$ cat src/design/rvs_pkg.sv
// ---------------------------------------------------------------------------
// rvs_pkg
// Shared types and constants of the relative vorticity stencil.
// ---------------------------------------------------------------------------
package rvs_pkg;

    localparam int MAX_COLS  = 1024;
    localparam int MAX_ROWS  = 512;
    localparam int COL_W     = $clog2(MAX_COLS);
    localparam int ROW_W     = $clog2(MAX_ROWS);
    localparam int COLS_W    = COL_W + 1;
    localparam int ROWS_W    = ROW_W + 1;
    localparam int WIND_W    = 24;
    localparam int COS_W     = 16;
    localparam int UCOS_W    = 26;
    localparam int COEF_W    = 32;
    localparam int VORT_W    = 32;
    localparam int CFG_IDX_W = 3;
    localparam int DV_W      = WIND_W + 1;
    localparam int DU_W      = UCOS_W + 1;
    localparam int RAD_W     = 23;
    localparam int DEN_W     = RAD_W + COS_W;
    localparam int QUO_W     = 31;

    localparam logic [RAD_W-1:0] EARTH_RADIUS = RAD_W'(6371000);

    // Register indexes of the configuration port
    localparam logic [CFG_IDX_W-1:0] REG_HALF_INV_DPHI    = 3'd0;
    localparam logic [CFG_IDX_W-1:0] REG_HALF_INV_DLAMBDA = 3'd1;
    localparam logic [CFG_IDX_W-1:0] REG_ROWS_IN_USE      = 3'd2;
    localparam logic [CFG_IDX_W-1:0] REG_COLS_IN_USE      = 3'd3;

    // One unit of work handed from the front to the back
    typedef struct packed {
        logic                     zero;     // row one: result is zero
        logic                     two;      // last row: also emit its zero row
        logic [ROW_W-1:0]         row;      // row of the incoming item
        logic [COL_W-1:0]         col;
        logic signed [DV_W-1:0]   dv;
        logic signed [DU_W-1:0]   du;
        logic [COS_W-1:0]         cs;
    } job_t;

endpackage

$ cat src/design/rvs_queue.sv
// ---------------------------------------------------------------------------
// rvs_queue
// Four-entry job queue between the front and the back.
// ---------------------------------------------------------------------------
module rvs_queue (
    input  logic          clk,
    input  logic          rst_n,
    input  logic          push,
    input  rvs_pkg::job_t push_data,
    output logic          push_ready,
    input  logic          pop,
    output rvs_pkg::job_t pop_data,
    output logic          pop_valid
);
    import rvs_pkg::*;

    job_t       slot_reg [4];
    logic [1:0] wr_ptr_reg;
    logic [1:0] rd_ptr_reg;
    logic [2:0] count_reg;

    assign push_ready = (count_reg != 3'd4);
    assign pop_valid  = (count_reg != 3'd0);
    assign pop_data   = slot_reg[rd_ptr_reg];

    // Store pushed jobs
    always_ff @(posedge clk)
    begin
        if (push && push_ready)
        begin
            slot_reg[wr_ptr_reg] <= push_data;
        end
    end

    // Advance pointers and fill count
    always_ff @(posedge clk or negedge rst_n)
    begin
        if (!rst_n)
        begin
            wr_ptr_reg <= '0;
            rd_ptr_reg <= '0;
            count_reg  <= '0;
        end
        else
        begin
            if (push && push_ready)
            begin
                wr_ptr_reg <= wr_ptr_reg + 2'd1;
            end
            if (pop && pop_valid)
            begin
                rd_ptr_reg <= rd_ptr_reg + 2'd1;
            end
            count_reg <= count_reg + 3'(push && push_ready) - 3'(pop && pop_valid);
        end
    end

    assert property (@(posedge clk) disable iff (!rst_n) count_reg <= 3'd4)
        else $error("queue count overflow");
    assert property (@(posedge clk) disable iff (!rst_n)
        (count_reg == 3'd4 && !(pop && pop_valid)) |=> count_reg == 3'd4)
        else $error("queue lost a job");
    assert property (@(posedge clk) disable iff (!rst_n)
        (count_reg == 3'd0 && push) |=> pop_valid)
        else $error("pushed job not visible");
endmodule

$ cat config.mk
export PLATFORM = sky130hd
export DESIGN_NAME = rvs_queue
export DESIGN_NICKNAME = d
export VERILOG_FILES = /design/src/design/rvs_pkg.sv /design/src/design/rvs_queue.sv
export SDC_FILE = /design/constraint.sdc
export NUM_CORES = 1
export LEC_CHECK = 0
export BUFFER_PORTS_ARGS = -buffer_cell sky130_fd_sc_hd__clkbuf_2
export CELL_PAD_IN_SITES_DETAIL_PLACEMENT = 2
export CELL_PAD_IN_SITES_GLOBAL_PLACEMENT = 2
export CORE_MARGIN = 3
export CORE_UTILIZATION = 45
export DETAILED_ROUTE_END_ITERATION = 7
export MAX_ROUTING_LAYER = met4
export PLACE_DENSITY = 0.76
export SLEW_MARGIN = 20
export SYNTH_ARGS = -nofsm -noshare
export SYNTH_HDL_FRONTEND = slang
export SYNTH_SLANG_ARGS = --single-unit
export TNS_END_PERCENT = 10
$ cat constraint.sdc
create_clock -name clk -period 4.2 [get_ports clk]
set_input_delay 0.21 -clock clk [delete_from_list [all_inputs] [get_ports clk]]
set_output_delay 0.21 -clock clk [all_outputs]
set_load 0.005 [all_outputs]
=== Word level (Yosys, flattened, before mapping) ===
Memories as Yosys holds them, arrays and structs flattened.
Index checks and enable logic that the tools add are counted.
Widths: inputs -> output; s select.

* Bits in registers: 7
* Input bits: 93
* Word-level logic and storage cells: 14
* Memories kept: 1
* Memory bits (writable): 356
* Output and inout port bits: 91

{| class="wikitable"
|+ Memory list
! name !! depth !! bits a word !! read ports !! clocked after Yosys merged registers in !! wr ports !! RTL line !! RTL
|-
| slot_reg || 4 || 89 || 1 || 0 || 1 || rvs_queue.sv:17 || <nowiki>job_t slot_reg [4];</nowiki>
|}

* Reduce and logical (&&, ||, !) cells: 3
* Muxes and demuxes: 2
* Eq/ne operators: 1
* $add $sub $neg: 4

{| class="wikitable"
|+ Operators by type and width
! cell !! number
|-
| $add 2x1->2 const B || 2
|-
| $add 3x1->3 || 1
|-
| $ne 3x3->1 const B || 1
|-
| $reduce_bool 3->1 || 1
|-
| $sub 3x1->3 || 1
|-
| $logic_and 1x1->1 || 2
|-
| $mux 1 || 2
|}

=== Logic depth before layout (Yosys ltp) ===
* Depth after elaboration: 4
* Depth in mapped cells: 9
* Depth with buffers taken out: 9

=== Worst setup path before layout ===
Ideal clock, no wire load.

* Path kind: register to register
* Start: register count_reg[2]
* End: memory slot_reg[0][0] in the netlist's numbering (enable)
* Clock period less this slack: 3.261 ns
* Buffers on the path: 0
* Required time: 3.742 ns
* Setup slack: 0.939 ns
* Cell stages (with the launch flop): 3
* Setup time: 0.458 ns
* Arrival time: 2.803 ns
* Cells stage by stage: dfrtp_1 > nor3b_2 > and3b_1

* Word-level cells in the longest chain between the ends: 4

{| class="wikitable"
|+ RTL lines
! what !! RTL line !! RTL
|-
| start, declared || rvs_queue.sv:20 || <nowiki>logic [2:0] count_reg;</nowiki>
|-
| start signal, assigned || rvs_queue.sv:54 || <nowiki>count_reg <= count_reg + 3'(push && push_ready) - 3'(pop && pop_valid);</nowiki>
|-
| $ne 3x3->1 || rvs_queue.sv:22 || <nowiki>assign push_ready = (count_reg != 3'd4);</nowiki>
|-
| $logic_and 1x1->1 || rvs_queue.sv:29 || <nowiki>if (push && push_ready)</nowiki>
|-
| $mux 1 || rvs_queue.sv:29 ||
|-
| $mux 1 (implied by the code) || rvs_queue.sv:31 || <nowiki>slot_reg[wr_ptr_reg] <= push_data;</nowiki>
|-
| end, declared || rvs_queue.sv:17 ||
|}

Every way passes these cells.

==> run metrics <==
status finished clean; setup bufs post-CTS 0; Yosys cell types 21; Die Y-Extent 179 µm; most frequent cell after synthesis edfxtp_1; IO buf count 183; prevailing post-synth register cell edfxtp_1; register area 0.0109 mm²; post-synthesis average cell area 26.5 µm²; Die Footprint 0.0319 mm²; Setup TNS Final 0 ns; critical path class reg -> out; final core utilization 58.1%; Worst-path clk slew 0.06 ns; Worst R2R Setup Slack 1.74 ns; fill count 2391; Initial Util 46.2%; Synth Register Bits 363; GRT Total Usage 22.0%; Critical Path AT 2.50 ns; RR Startpoint count_reg[1]$_DFF_PN0_; worst r2r path cells 9; number of global-route vias before repair 7408; via count 6481; share of Yosys cell area claimed by the top area cell type 79.8%; CTS tree built; Core Footprint 0.0290 mm²; dpl hpwl 19500 µm; Area Overhead vs Synth 25.8%; Clock Skew 0.0202 ns; Max Clk Rate 369 MHz; worst slew pin tran 0.912 ns; vias per cell 5.31; crit path max fanout 58; largest net degree at the start of global routing 63; antenna fix cells 0; WL/cell 27.2 µm; layout cells sized above 1 40.4%; Die Wd 179 µm; async set-reset flop share out of synthesis 1.93%; num ports 184; initial antenna violation count 0; Final setup viols 0; VDD IR max 442 µV; drt first-iter violations 479; row cnt 62; CP max stage delay 1.01 ns; Yosys top cell by area edfxtp_1; CP endpoint pop_data[9]; CTS max path bufs 3; cell area after layout 0.0169 mm²; family with the most delay on the worst path flip-flops; H-tree levels 2; Final Critical Period 2.71 ns; CP bufs+invs 2; r2r endpoint count_reg[2]$_DFF_PN0_; CP Capture Type output port; worst-path cell chain buf_4, mux4_2, clkbuf_2; Worst-Skew Late Latency 0.54 ns; RSZ-0062 raised after global routing no; Worst Path Required 3.99 ns; critical path depth in cells 3; final WL 33200 µm; area post-placement 0.0147 mm²; Inserted Clock Buffers 39; Layout Nets 908; EDFF count, synth 356; Synth Cell Area 0.0134 mm²; CP Launch Type flop; grt ovf 0; Synth Instances 506; Hold Crit Class in -> reg; RD Place Congestion 0.714; Final Max Tran Viols 0; largest cells by area after synthesis edfxtp_1, mux4_2, buf_12; Pre-Repair DR Iteration Count 5; Pwr per Cell Area 691 mW/mm²; final antenna-violating net count 0; Sink Count 363; drc violations 0; Hold Fails Final Rpt 0; slowest stage cell on the critical path dfrtp_4; first-pass GRT wire length 49700 µm; synth warn 0; syn_nets 606; Rel. slew slack 39.2%; post-synthesis sequential area ratio 81.1%; Critical path origin rd_ptr_reg[1]$_DFFE_PN0P_; synth cell count leaders edfxtp_1, mux4_2, buf_12, buf_2, dfrtp_1; Final Cycle Share 64.6%; area of the multi-input gates 0.00229 mm²; max-cap violation count 0; Clk Tree Root Cell clkbuf_16; Leakage 5.84 nW; max reg flops 356
cells in the final DEF (no fill, tap or decap), drive strengths merged, types with 6 or more instances in the layout:
master / n
edfxtp: 356
inv: 7
dlygate4sd3: 90
clkinv: 17
clkbuf: 230
buf: 8
ha: 6
mux4: 89
dfrtp: 7
kinds of logic after synthesis:
family | synth area share (%)
flops | 81.1
mux | 15.0
buf+inv | 1.96
simple gates | 0.784
fa+ha+maj | 0.710
compound gates | 0.243
xor+xnor | 0.261
where the power goes:
part	internal, mW	switching, mW	total (mW)	leakage [nW]
Clock	2.02	1.38	3.40	0.613
Sequential	4.79	0.375	5.16	3.34
Combinational	1.52	1.56	3.08	1.89
stage by stage:
stage	power (mW)	hold slack [ns]	std cells	setup slack (ns)
4_1_cts	11.8	0.0101	1220	1.43
3_5_place_dp	8.30	0.0738	1061	1.78
3_3_place_gp	8.08	0.0593	1061	1.94
2_1_floorplan	7.07	-0.0856	506	0.939
5_1_grt	12.2	0.0478	1220	1.39
6_report	11.6	0.0360	1220	1.49
how the worst min path moves through the flow:
stage / end / cells after the start / start / slack [ns]
finish: wr_ptr_reg[1]$_DFFE_PN0P_ / 3 / push / 0.04
global route: wr_ptr_reg[1]$_DFFE_PN0P_ / 3 / push / 0.05
CTS: wr_ptr_reg[1]$_DFFE_PN0P_ / 3 / push / 0.01
detailed placement: count_reg[0]$_DFF_PN0_ / 1 / rst_n / 0.07
global placement: count_reg[0]$_DFF_PN0_ / 1 / rst_n / 0.06
floorplan: count_reg[0]$_DFF_PN0_ / 0 / rst_n / -0.09
layer usage:
layer / track usage [%] / wire [µm]
met1: 26.2 / 12600
met2: 39.7 / 18700
met3: 3.32 / 1290
met4: 5.10 / 623
met5: - / 0
timing repair:
item | 4_1_cts | 5_1_grt
gates resized for setup | 0 | 0
hold endpoints to repair | 363 | 0
hold buffers | 90 | 0
area by class of cell:
| type | count | share of cell area, % |
|---|---|---|
| repair buffers | 281 | 11.5 |
| well taps | 384 | 2.85 |
| flip-flops and latches | 363 | 64.5 |
| inverters | 6 | 0.134 |
| clock buffers | 47 | 6.22 |
| clock inverters | 22 | 1.20 |
| multi-input cells | 117 | 13.6 |
worst reg2reg max path: stages (launching register included):
cell and delay [ns]:
dfrtp_1 0.48, nor3b_2 0.46, nand2b_1 0.19, ha_1 0.23
inv_1 0.06, ha_1 0.13, inv_1 0.06, fa_1 0.41
xnor2_1 0.21, xnor2_1 0.15
No activity file was read; power rests on OpenSTA's default activity.
